### config.mk
export PLATFORM = sky130hd
export DESIGN_NAME = ilist_ctrl
export DESIGN_NICKNAME = d
export VERILOG_FILES = /design/src/design/ilist_pkg.sv /design/src/design/ilist_ctrl.sv
export SDC_FILE = /design/constraint.sdc
export NUM_CORES = 1
export LEC_CHECK = 0
export ABC_AREA = 1
export BUFFER_PORTS_ARGS = -buffer_cell sky130_fd_sc_hd__buf_2
export CORE_AREA = 8 8 45 47
export DETAILED_ROUTE_END_ITERATION = 8
export DIE_AREA = 0 0 53 55
export GPL_ROUTABILITY_DRIVEN = 0
export GPL_TIMING_DRIVEN = 0
export MAX_ROUTING_LAYER = met4
export SYNTH_ARGS = -nofsm -noshare
export SYNTH_HDL_FRONTEND = slang
export SYNTH_SLANG_ARGS = --single-unit
### constraint.sdc
create_clock -name clock -period 1.3 [get_ports clock]
set_input_delay 0.13 -clock clock [delete_from_list [all_inputs] [get_ports clock]]
set_output_delay 0.13 -clock clock [all_outputs]
set_load 0.03 [all_outputs]
### src/design/ilist_pkg.sv
// Shared package of the indexed list core: sizes, operation codes and the
// command and status structs between controller and datapath.
// No dependencies.
package ilist_pkg;

   localparam int CAPACITY = 256;
   localparam int ADDR_W   = $clog2(CAPACITY);
   localparam int POS_W    = 9;
   localparam int DATA_W   = 32;

   localparam logic [POS_W-1:0] CAP_COUNT = POS_W'(CAPACITY);
   localparam logic signed [DATA_W-1:0] READ_FAIL = '1;

   typedef enum logic [1:0] {
      OP_READ   = 2'd0,
      OP_INSERT = 2'd1,
      OP_DELETE = 2'd2,
      OP_NONE   = 2'd3
   } op_type;

   // read address source of the storage port
   typedef enum logic [1:0] {
      RD_POS  = 2'd0,
      RD_PREV = 2'd1,
      RD_NEXT = 2'd2
   } rd_sel_type;

   // value placed in the response register
   typedef enum logic [1:0] {
      RSP_ZERO = 2'd0,
      RSP_DATA = 2'd1,
      RSP_FAIL = 2'd2
   } rsp_sel_type;

   typedef struct packed {
      logic        load;
      logic        rd_en;
      rd_sel_type  rd_sel;
      logic        wr_en;
      logic        wr_shift;
      logic        idx_set_cnt;
      logic        idx_set_pos;
      logic        idx_inc;
      logic        idx_dec;
      logic        cnt_inc;
      logic        cnt_dec;
      logic        rsp_en;
      logic        rsp_ok;
      rsp_sel_type rsp_sel;
   } cmd_type;

   typedef struct packed {
      op_type op;
      logic   read_ok;
      logic   ins_ok;
      logic   del_ok;
      logic   idx_at_pos;
      logic   idx_last;
   } status_type;

endpackage

### src/design/ilist_ctrl.sv
// Controller of the indexed list core: sequences checks, shifts and the
// response through commands to the datapath.
// Depends on ilist_pkg.
module ilist_ctrl (
   input  logic                  clock,
   input  logic                  reset,
   input  logic                  start,
   output logic                  busy,
   input  ilist_pkg::status_type status,
   output ilist_pkg::cmd_type    cmd
);
   import ilist_pkg::*;

   typedef enum logic [2:0] {
      S_IDLE,
      S_CHECK,
      S_READ_WAIT,
      S_INS_RD,
      S_INS_WR,
      S_DEL_RD,
      S_DEL_WR
   } state_type;

   state_type state_ff, state_in;

   // decode commands and next state
   always_comb begin
      cmd      = '0;
      state_in = state_ff;
      unique case (state_ff)
         S_IDLE: begin
            if (start) begin
               cmd.load = 1'b1;
               state_in = S_CHECK;
            end
         end
         S_CHECK: begin
            unique case (status.op)
               OP_READ: begin
                  if (status.read_ok) begin
                     cmd.rd_en  = 1'b1;
                     cmd.rd_sel = RD_POS;
                     state_in   = S_READ_WAIT;
                  end else begin
                     cmd.rsp_en  = 1'b1;
                     cmd.rsp_sel = RSP_FAIL;
                     state_in    = S_IDLE;
                  end
               end
               OP_INSERT: begin
                  if (status.ins_ok) begin
                     cmd.idx_set_cnt = 1'b1;
                     state_in        = S_INS_RD;
                  end else begin
                     cmd.rsp_en = 1'b1;
                     state_in   = S_IDLE;
                  end
               end
               OP_DELETE: begin
                  if (status.del_ok) begin
                     cmd.idx_set_pos = 1'b1;
                     state_in        = S_DEL_RD;
                  end else begin
                     cmd.rsp_en = 1'b1;
                     state_in   = S_IDLE;
                  end
               end
               default: begin
                  cmd.rsp_en = 1'b1;
                  state_in   = S_IDLE;
               end
            endcase
         end
         S_READ_WAIT: begin
            cmd.rsp_en  = 1'b1;
            cmd.rsp_ok  = 1'b1;
            cmd.rsp_sel = RSP_DATA;
            state_in    = S_IDLE;
         end
         S_INS_RD: begin
            // place the new value once the gap reaches the position
            if (status.idx_at_pos) begin
               cmd.wr_en   = 1'b1;
               cmd.cnt_inc = 1'b1;
               cmd.rsp_en  = 1'b1;
               cmd.rsp_ok  = 1'b1;
               state_in    = S_IDLE;
            end else begin
               cmd.rd_en  = 1'b1;
               cmd.rd_sel = RD_PREV;
               state_in   = S_INS_WR;
            end
         end
         S_INS_WR: begin
            cmd.wr_en    = 1'b1;
            cmd.wr_shift = 1'b1;
            cmd.idx_dec  = 1'b1;
            state_in     = S_INS_RD;
         end
         S_DEL_RD: begin
            // close the gap until the last entry is reached
            if (status.idx_last) begin
               cmd.cnt_dec = 1'b1;
               cmd.rsp_en  = 1'b1;
               cmd.rsp_ok  = 1'b1;
               state_in    = S_IDLE;
            end else begin
               cmd.rd_en  = 1'b1;
               cmd.rd_sel = RD_NEXT;
               state_in   = S_DEL_WR;
            end
         end
         S_DEL_WR: begin
            cmd.wr_en    = 1'b1;
            cmd.wr_shift = 1'b1;
            cmd.idx_inc  = 1'b1;
            state_in     = S_DEL_RD;
         end
         default: state_in = S_IDLE;
      endcase
   end

   // hold state
   always_ff @(posedge clock) begin
      if (reset) begin
         state_ff <= S_IDLE;
      end else begin
         state_ff <= state_in;
      end
   end

   assign busy = (state_ff != S_IDLE);

endmodule

==> out/summary.txt, run 1 <==
GRT Util Overall - 0.08723
Starting Density - 0.3002
Inserted Diodes - 0
Pwr Density - 631.8 mW/mm²
Leading registers by flop count - state_ff: 3 flops
Core box area - 0.001384 mm²
Crit path DAT - 1.19 ns
Vias per cell - 4.508
Mapped Area - 415.4 µm²
Max Slew Vio Count - 0
PortBufs - 26
Clock Path Buffers - 2
CTS Root Cell - clkbuf_4
Buf/Inv on CP - 3
First DRT Iteration DRCs - 5
Hold Fails Final Rpt - 0
Outcome - finished, violations left
Hold WC Path Type - in -> reg
Layout area overhead - 82.83%
Ys Warns - 0
CP Class - reg -> out
Drt drc - 0
Row count - 14
Setup WS post-layout - -0.02360 ns
IO Count - 27
Register area share after synthesis - 0.1446
Share of layout cells above drive strength 1 - 0.5926
Via Count - 559
Drt total wl - 1237 µm
Fin crit share - 1.018
Die width - 53 µm
Die area - 0.002915 mm²
Vias in the first global route - 529
Cts hold-fix bufs - 0
Worst-path cell chain - clkinv_4 > nand3_4 > or2_4 > inv_2 > buf_6
Unique masters post-synth - 22
First-pass GRT wire length - 1966 µm
Post-Syn Instances - 74
H-Tree Depth - 1
Top cell family by delay on the critical path - flip-flops
Post-route ant nets - 0
P_leak - 0.4526 nW
Worst Path Max Fanout - 8
Finished Cell Area - 759.5 µm²
Flops & latches, synth - 3
Skew-Pair Late Insertion Delay - 0.23 ns
Synthesized net count - 84
Most frequent cells in the layout - nand2_1, inv_1, buf_2
Worst Setup End Kind - output port
Pre-CTS WS - 0.04611 ns
CTS tree - built
Final worst path period need - 1.324 ns
Layout fillers - 140
Hold slack - 0.06977 ns
Final setup violation count - 3
Largest net degree at the start of global routing - 9
Drt pass-1 iters - 4
Number of max-cap violations - 0
Total power - 0.4799 mW
Gr ovfl total - 0
Top reg by flops - state_ff
Maximum clock frequency - 755.5 MHz
CTS Sinks - 3
Nets - 119
Worst Clk Skew - 0.004218 ns
RSZ-0062 raised after global routing - yes
Synth area leaders - dfxtp_1, nand2_1, inv_1, nor2_1, nand3_1
Critical Path Max Stage Delay - 0.38 ns
Max reg flops - 3
Headroom to the max-slew limit - 0.8805
DP HPWL - 1017 µm
TritonCTS Buffers - 3
Max IR drop VDD - 0.5478 mV
Failing checks - negative setup slack
Detailed-route wire length per cell - 9.976 µm
Cell Area, Placed - 579.3 µm²
Worst setup SP type - flip-flop
Post-Syn Area per Cell - 5.613 µm²
CP max-delay cell - dfxtp_4
Die Y - 55 µm
Worst slew pin tran - 0.1785 ns
Reg clk slew, reported paths - 0.04 ns
Leading area contributor after synthesis - dfxtp_1
Share of the synthesized area in the top cell type - 0.1446
CP required - 1.17 ns
Initial antenna violation count - 0
==> worst reg2reg max path, cell delays in order, from the launching register on <==
cell	delay [ns]
dfxtp_4	0.38
clkinv_4	0.07
nand3_4	0.09
or2_4	0.25
buf_4	0.13
a21oi_2	0.11
==> synth_stat cells <==
cell and n:
inv_1 15, o21ai_0 2, a21oi_2 1, inv_6 1, buf_4 1, nand3_4 1, nand2_1 16, inv_4 1
a21oi_1 1, nor3_2 1, buf_6 1, or2_1 1, inv_2 2, nand3_1 6, nor2_1 11, nand4_1 2
nand2_2 3, nand3b_1 1, dfxtp_1 3, nand3_2 1, nor2_2 2, o211ai_1 1
==> where the power goes <==
| part | internal, mW | total (mW) | switching, mW |
|---|---|---|---|
| registers | 0.0955 | 0.110 | 0.0150 |
| logic | 0.0919 | 0.207 | 0.115 |
| clock network | 0.115 | 0.162 | 0.0471 |
==> per-stage QoR <==
step,util,TNS (ns),std cells
finish,0.5488,-0.05225,124
global route,0.5488,-0.3707,124
CTS,0.5000,-0.3318,124
detailed placement,0.4186,0,116
global placement,0.4186,0,116
floorplan,-,0,74
==> routing by layer <==
metal	track usage	up-vias	wire (µm)
met4	0.02586	0	10
met3	0.01337	2	71
li1	-	293	-
met5	-	-	0
met2	0.1602	16	628
met1	0.09408	248	526
==> logic make-up after synthesis <==
logic type	Yosys count	share of synthesized area
buf+inv	21	0.2350
flops	3	0.1446
simple gates	45	0.5452
compound gates	5	0.07530
==> what timing repair did <==
action                     CTS  global route
setup endpoints to repair   12            15
resized for setup           25            28
setup buffers                5             1
pin swaps                    6             4
==> final cells by class <==
cell class	count	area, µm²	share of cell area
sequential	3	71.32	0.09390
inverter	19	83.83	0.1104
multi-input combinational	50	314.1	0.4135
timing repair buffer	32	244.0	0.3213
tap	16	20.02	0.02636
clock buffer	4	26.28	0.03460
==> worst paths after layout <==
path / from / to / slack, ns / depth (start not counted)
setup / recovery: state_ff[2] / cmd[9] / -0.02 / 5
hold reg to reg: state_ff[1] / state_ff[1] / 0.61 / 3
setup reg to reg: state_ff[2] / state_ff[0] / 0.20 / 5
hold / removal: reset / state_ff[1] / 0.07 / 2
Note: power is estimated with default switching activity, not from simulation.
==> run 2: changes to the inputs <==
- SETUP_SLACK_MARGIN: unset -> 0.15
==> out/summary.txt, run 2 (synthesis results as in run 1) <==
Clock Path Buffers - 2 (unchanged)
Worst Path Max Fanout - 6 (was 8)
Worst Setup End Kind - output port (unchanged)
Post-Place Cells - 116 (unchanged)
Skew-Pair Late Insertion Delay - 0.24 ns (was 0.23 ns)
Layout area overhead - 137.7% (was 82.83%)
Worst setup SP type - flip-flop (unchanged)
Most common cell after layout, fill and taps aside - buf_6
CTS Root Cell - clkbuf_4 (unchanged)
Worst slew pin tran - 0.2176 ns (was 0.1785 ns)
First DRT Iteration DRCs - 12 (was 5)
Hold Fails Final Rpt - 0 (unchanged)
Max layer used - met4 (unchanged)
Die area - 0.002915 mm² (unchanged)
Max reg flops - 3 (unchanged)
Pre-CTS WS - -0.01526 ns (was 0.04611 ns)
Drt total wl - 1600 µm (was 1237 µm)
DP HPWL - 1016 µm (was 1017 µm)
Leading registers by flop count - state_ff: 3 flops (unchanged)
Met3 routed WL - 80 µm (was 71 µm)
Outcome - finished, violations left (unchanged)
Nets - 131 (was 119)
IO Count - 27 (unchanged)
Row count - 14 (unchanged)
PortBufs - 26 (unchanged)
Inserted Diodes - 0 (unchanged)
Pwr Density - 558.9 mW/mm² (was 631.8 mW/mm²)
Largest net degree at the start of global routing - 9 (unchanged)
Reg clk slew, reported paths - 0.04 ns (about the same)
Final setup violation count - 9 (was 3)
Max IR drop VDD - 0.3536 mV (was 0.5478 mV)
Initial antenna violation count - 0 (unchanged)
Gr ovfl total - 0 (unchanged)
CP required - 1.17 ns (about the same)
Non-Filler Instances - 136 (was 124)
Multi-input logic area - 380.4 µm² (was 314.1 µm²)
Drt pass-1 iters - 3 (was 4)
Worst Clk Skew - 0.004346 ns (was 0.004218 ns)
CP dominant cell by count - buf_6
CP Depth - 7 (was 5)
Fin crit share - 1.064 (was 1.018)
Drt drc - 0 (unchanged)
R2r setup slk - 0.03 ns (was 0.20 ns)
Headroom to the max-slew limit - 0.8534 (was 0.8805)
CP Capture Point - cmd[3] (was cmd[9])
P_leak - 0.5558 nW (was 0.4526 nW)
Maximum clock frequency - 722.7 MHz (was 755.5 MHz)
Top reg by flops - state_ff (unchanged)
Most frequent cells in the layout - buf_6, buf_4, inv_1, buf_2, nand2_1 (was nand2_1, inv_1, buf_2)
Setup crit start - state_ff[0] (was state_ff[2])
Buf/Inv on CP - 4 (was 3)
Core box area - 0.001384 mm² (unchanged)
Die width - 53 µm (unchanged)
Max Slew Vio Count - 0 (unchanged)
H-Tree Depth - 1 (unchanged)
Critical Path Max Stage Delay - 0.31 ns (was 0.38 ns)
CTS tree - built (unchanged)
CTS Sinks - 3 (unchanged)
First-pass GRT wire length - 2587 µm (was 1966 µm)
Share of layout cells above drive strength 1 - 0.7167 (was 0.5926)
Layout fillers - 103 (was 140)
Top cell family by delay on the critical path - buffers and inverters (was flip-flops)
Met2 WL post-DR - 805 µm (was 628 µm)
Setup WS post-layout - -0.08377 ns (was -0.02360 ns)
Final worst path period need - 1.384 ns (was 1.324 ns)
Crit path DAT - 1.25 ns (was 1.19 ns)
Hold WC Path Type - in -> reg (unchanged)
Vias in the first global route - 643 (was 529)
Vias per cell - 4.449 (was 4.508)
Cts hold-fix bufs - 0 (unchanged)
Detailed-route wire length per cell - 11.76 µm (was 9.976 µm)
Failing checks - negative setup slack (unchanged)
R2r worst-path depth - 10 (was 5)
RSZ-0062 raised after global routing - yes (unchanged)
Starting Density - 0.3002 (unchanged)
FF-to-FF Start - state_ff[0] (was state_ff[2])
Via Count - 605 (was 559)
Die Y - 55 µm (unchanged)
Number of max-cap violations - 0 (unchanged)
TritonCTS Buffers - 3 (unchanged)
CP max-delay cell - dfxtp_2 (was dfxtp_4)
CP Class - reg -> out (unchanged)
Register area - 66.31 µm² (was 71.32 µm²)
Worst-path cell chain - buf_6 > buf_6 > nand4_1 > nand2_2 > inv_4 > nand3_4 > buf_6 (was clkinv_4 > nand3_4 > or2_4 > inv_2 > buf_6)
Critical R2R Capture - state_ff[2] (was state_ff[0])
Wl on met1 - 704 µm (was 526 µm)
Post-route ant nets - 0 (unchanged)
GRT Util Overall - 0.1181 (was 0.08723)
==> run 2: changes by cell type in the layout (fill, tap and decap cells not counted), moves of 2 or more <==
cell / change
inv_1: -3
dfxtp_4: -2
dfxtp_2: +2
nor2_4: +2
inv_4: +2
buf_2: -3
nor2_1: -2
nand2_4: +3
nand2_1: -4
buf_6: +13
==> run 2: layer usage <==
metal	vias to the layer above	GRT usage
li1	317	-
met1	265	0.1227
met4	0	0.05172
met3	2	0.02139
met5	-	-
met2	21	0.2129
==> run 2: repair_timing <==
| item | 4_1_cts | 5_1_grt |
|---|---|---|
| hold endpoints to repair | 0 | 0 |
| pin swaps | 6 | 7 |
| resized for setup | 52 | 24 |
| buffers inserted | 12 | 4 |
| endpoints found under the setup margin | 17 | 19 |
==> run 2: area by class of cell <==
class,count,area share
Buffer,2,0.02662
Tap cell,16,0.02028
Sequential cell,3,0.06717
Inverter,19,0.09759
Multi-Input combinational cell,50,0.3853
Timing Repair Buffer,42,0.3764
Clock buffer,4,0.02662
==> run 2: metrics by stage <==
step	util	setup TNS [ns]	power (mW)	hold WS [ns]	cell area (µm²)
6_report	0.7134	-0.4422	0.5517	0.07508	987.2
2_1_floorplan	-	0	0.2275	0.1894	455.4
3_3_place_gp	0.4376	-0.009662	0.2759	0.3146	605.6
4_1_cts	0.6338	-0.3914	0.5212	0.07392	877.1
3_5_place_dp	0.4376	-0.01526	0.2777	0.3215	605.6
5_1_grt	0.7134	-1.063	0.5893	0.07967	987.2
==> run 2: report_power, final <==
| group | internal (mW) | switching, mW | total (mW) |
|---|---|---|---|
| sequential | 0.0971 | 0.00541 | 0.103 |
| combinational | 0.130 | 0.152 | 0.282 |
| clock | 0.115 | 0.0514 | 0.167 |
==> run 2: worst min-delay path by stage <==
stage | start | endpoint | slack (ns) | depth (start not counted)
after floorplan | reset | state_ff[1] | 0.19 | 1
after global placement | reset | state_ff[1] | 0.31 | 2
after detailed placement | reset | state_ff[1] | 0.32 | 2
after CTS | reset | state_ff[1] | 0.07 | 2
after global routing | reset | state_ff[1] | 0.08 | 2
final | reset | state_ff[2] | 0.08 | 2
==> run 2: worst register-to-register path: stages (launching register included) <==
cell,delay (ns)
dfxtp_2,0.31
buf_6,0.13
nand2_4,0.06
nor2_4,0.10
nand2_2,0.09
buf_6,0.12
buf_4,0.12
buf_6,0.10
nand2_2,0.06
nor2_2,0.04
nor2_1,0.08
==> run 3: changes to the inputs <==
- PLACE_DENSITY: unset -> 0.63
==> out/summary.txt, run 3 (synthesis results as in run 1) <==
Core box area - 0.001384 mm² (unchanged)
Pwr Density - 598.7 mW/mm² (was 558.9 mW/mm²)
CP required - 1.17 ns (about the same)
Failing checks - negative setup slack (unchanged)
Hold WC Path Type - in -> reg (unchanged)
Met1 Use GR - 0.09726 (was 0.1227)
Grt met3 use - 0.02139 (unchanged)
GRT Util Overall - 0.09797 (was 0.1181)
Gr ovfl total - 0 (unchanged)
Final setup violation count - 7 (was 9)
Vias in the first global route - 563 (was 643)
Final worst path period need - 1.389 ns (was 1.384 ns)
CTS Root Cell - clkbuf_4 (unchanged)
Drt total wl - 1346 µm (was 1600 µm)
Critical R2R Capture - state_ff[0] (was state_ff[2])
RSZ-0062 raised after global routing - yes (unchanged)
Die area - 0.002915 mm² (unchanged)
Layout area overhead - 103.6% (was 137.7%)
Inserted Diodes - 0 (unchanged)
First-pass GRT wire length - 2132 µm (was 2587 µm)
Worst Setup End Kind - output port (unchanged)
Drt pass-1 iters - 4 (was 3)
Leading registers by flop count - state_ff: 3 flops (unchanged)
Reg clk slew, reported paths - 0.04 ns (about the same)
Die Y - 55 µm (unchanged)
IO Count - 27 (unchanged)
Cts hold-fix bufs - 0 (unchanged)
Detailed-route wire length per cell - 10.68 µm (was 11.76 µm)
Setup crit start - state_ff[0] (unchanged)
CTS tree - built (unchanged)
Drt drc - 0 (unchanged)
Worst Clk Skew - 0.006935 ns (was 0.004346 ns)
DP HPWL - 1042 µm (was 1016 µm)
Worst slew pin tran - 0.1895 ns (was 0.2176 ns)
Worst-path cell chain - buf_6 > buf_6 > nor3_4 > inv_2 > nand3_4 > buf_6 (was buf_6 > buf_6 > nand4_1 > nand2_2 > inv_4 > nand3_4 > buf_6)
Clock Path Buffers - 2 (unchanged)
P_leak - 0.4826 nW (was 0.5558 nW)
Maximum clock frequency - 719.9 MHz (was 722.7 MHz)
Setup WS post-layout - -0.08902 ns (was -0.08377 ns)
Max reg flops - 3 (unchanged)
PortBufs - 26 (unchanged)
Most frequent cells in the layout - buf_6, nand2_1, inv_1 (was buf_6, buf_4, inv_1, buf_2, nand2_1)
Via Count - 549 (was 605)
Grt peak-use layer - met2 (unchanged)
R2r worst-path depth - 7 (was 10)
Vias per cell - 4.357 (was 4.449)
Headroom to the max-slew limit - 0.8733 (was 0.8534)
First DRT Iteration DRCs - 3 (was 12)
Row count - 14 (unchanged)
Critical Path Max Stage Delay - 0.31 ns (about the same)
CTS Sinks - 3 (unchanged)
Crit path DAT - 1.26 ns (was 1.25 ns)
Hold Fails Final Rpt - 0 (unchanged)
CP dominant cell by count - buf_6 (unchanged)
CP max-delay cell - dfxtp_2 (unchanged)
Initial antenna violation count - 0 (unchanged)
CP Class - reg -> out (unchanged)
Top reg by flops - state_ff (unchanged)
Fin crit share - 1.068 (was 1.064)
FF-to-FF Start - state_ff[2] (was state_ff[0])
Share of layout cells above drive strength 1 - 0.6000 (was 0.7167)
Die width - 53 µm (unchanged)
Worst Path Max Fanout - 5 (was 6)
Met2 usage - 0.1758 (was 0.2129)
Skew-Pair Late Insertion Delay - 0.24 ns (about the same)
Largest net degree at the start of global routing - 9 (unchanged)
Nets - 121 (was 131)
Worst setup SP type - flip-flop (unchanged)
Max Slew Vio Count - 0 (unchanged)
Final core utilization - 0.6112 (was 0.7134)
Outcome - finished, violations left (unchanged)
Post-route ant nets - 0 (unchanged)
CP Capture Point - cmd[3] (unchanged)
Most common cell after layout, fill and taps aside - buf_6 (unchanged)
Starting Density - 0.3002 (unchanged)
H-Tree Depth - 1 (unchanged)
Number of max-cap violations - 0 (unchanged)
TritonCTS Buffers - 3 (unchanged)
TNS Setup - -0.3490 ns (was -0.4422 ns)
R2r setup slk - 0.05 ns (was 0.03 ns)
Max IR drop VDD - 0.3241 mV (was 0.3536 mV)
## run 3: where the power goes
part	internal [mW]	switching, mW
sequential	0.0971	0.00549
combinational	0.105	0.133
clock	0.115	0.0513
## run 3: critical path, delay by kind of cell, from the launching register on
kind | cells | cell delay, ns
and+or+nand+nor | 2 | 0.24
buffers and inverters | 4 | 0.47
DFF | 1 | 0.31
## run 3: per-layer routing
layer / part of all wire / vias to the layer above
met1: 0.42 / 237
met5: 0 / -
li1: - / 296
met4: 0 / 0
met3: 0.053 / 0
met2: 0.52 / 16
## run 3: layout make-up
type                       instances  area, µm²
buffer                             2      26.28
clock buffer                       4      26.28
fill                             134      538.0
inverter                          19      81.33
multi-input combinational         50      336.6
sequential                         3      66.31
tap                               16      20.02
timing repair buffer              32      289.0
## run 3: worst min path at each step
stage | startpoint | to | depth (start not counted) | slack, ns
2_1_floorplan | reset | state_ff[1] | 1 | 0.19
3_3_place_gp | reset | state_ff[1] | 2 | 0.31
3_5_place_dp | reset | state_ff[1] | 2 | 0.32
4_1_cts | reset | state_ff[1] | 2 | 0.07
6_report | reset | state_ff[1] | 2 | 0.08
5_1_grt | reset | state_ff[1] | 2 | 0.07
## run 3: repair_timing
action                     in CTS  in global routing
pin swaps                      11                  8
setup endpoints to repair      17                 18
setup buffers                   4                  2
gates resized for setup        44                 11
## run 3: stage by stage
step | hold slack, ns | cells | area (µm²) | power (mW) | setup WS (ns)
after global routing | 0.06789 | 126 | 845.8 | 0.5373 | -0.1437
after floorplan | 0.1894 | 74 | 455.4 | 0.2275 | 0.05123
after CTS | 0.07409 | 124 | 800.8 | 0.4994 | -0.09169
final | 0.07880 | 126 | 845.8 | 0.5064 | -0.08902
after detailed placement | 0.3212 | 116 | 605.6 | 0.2771 | -0.03975
after global placement | 0.3149 | 116 | 605.6 | 0.2751 | -0.01512
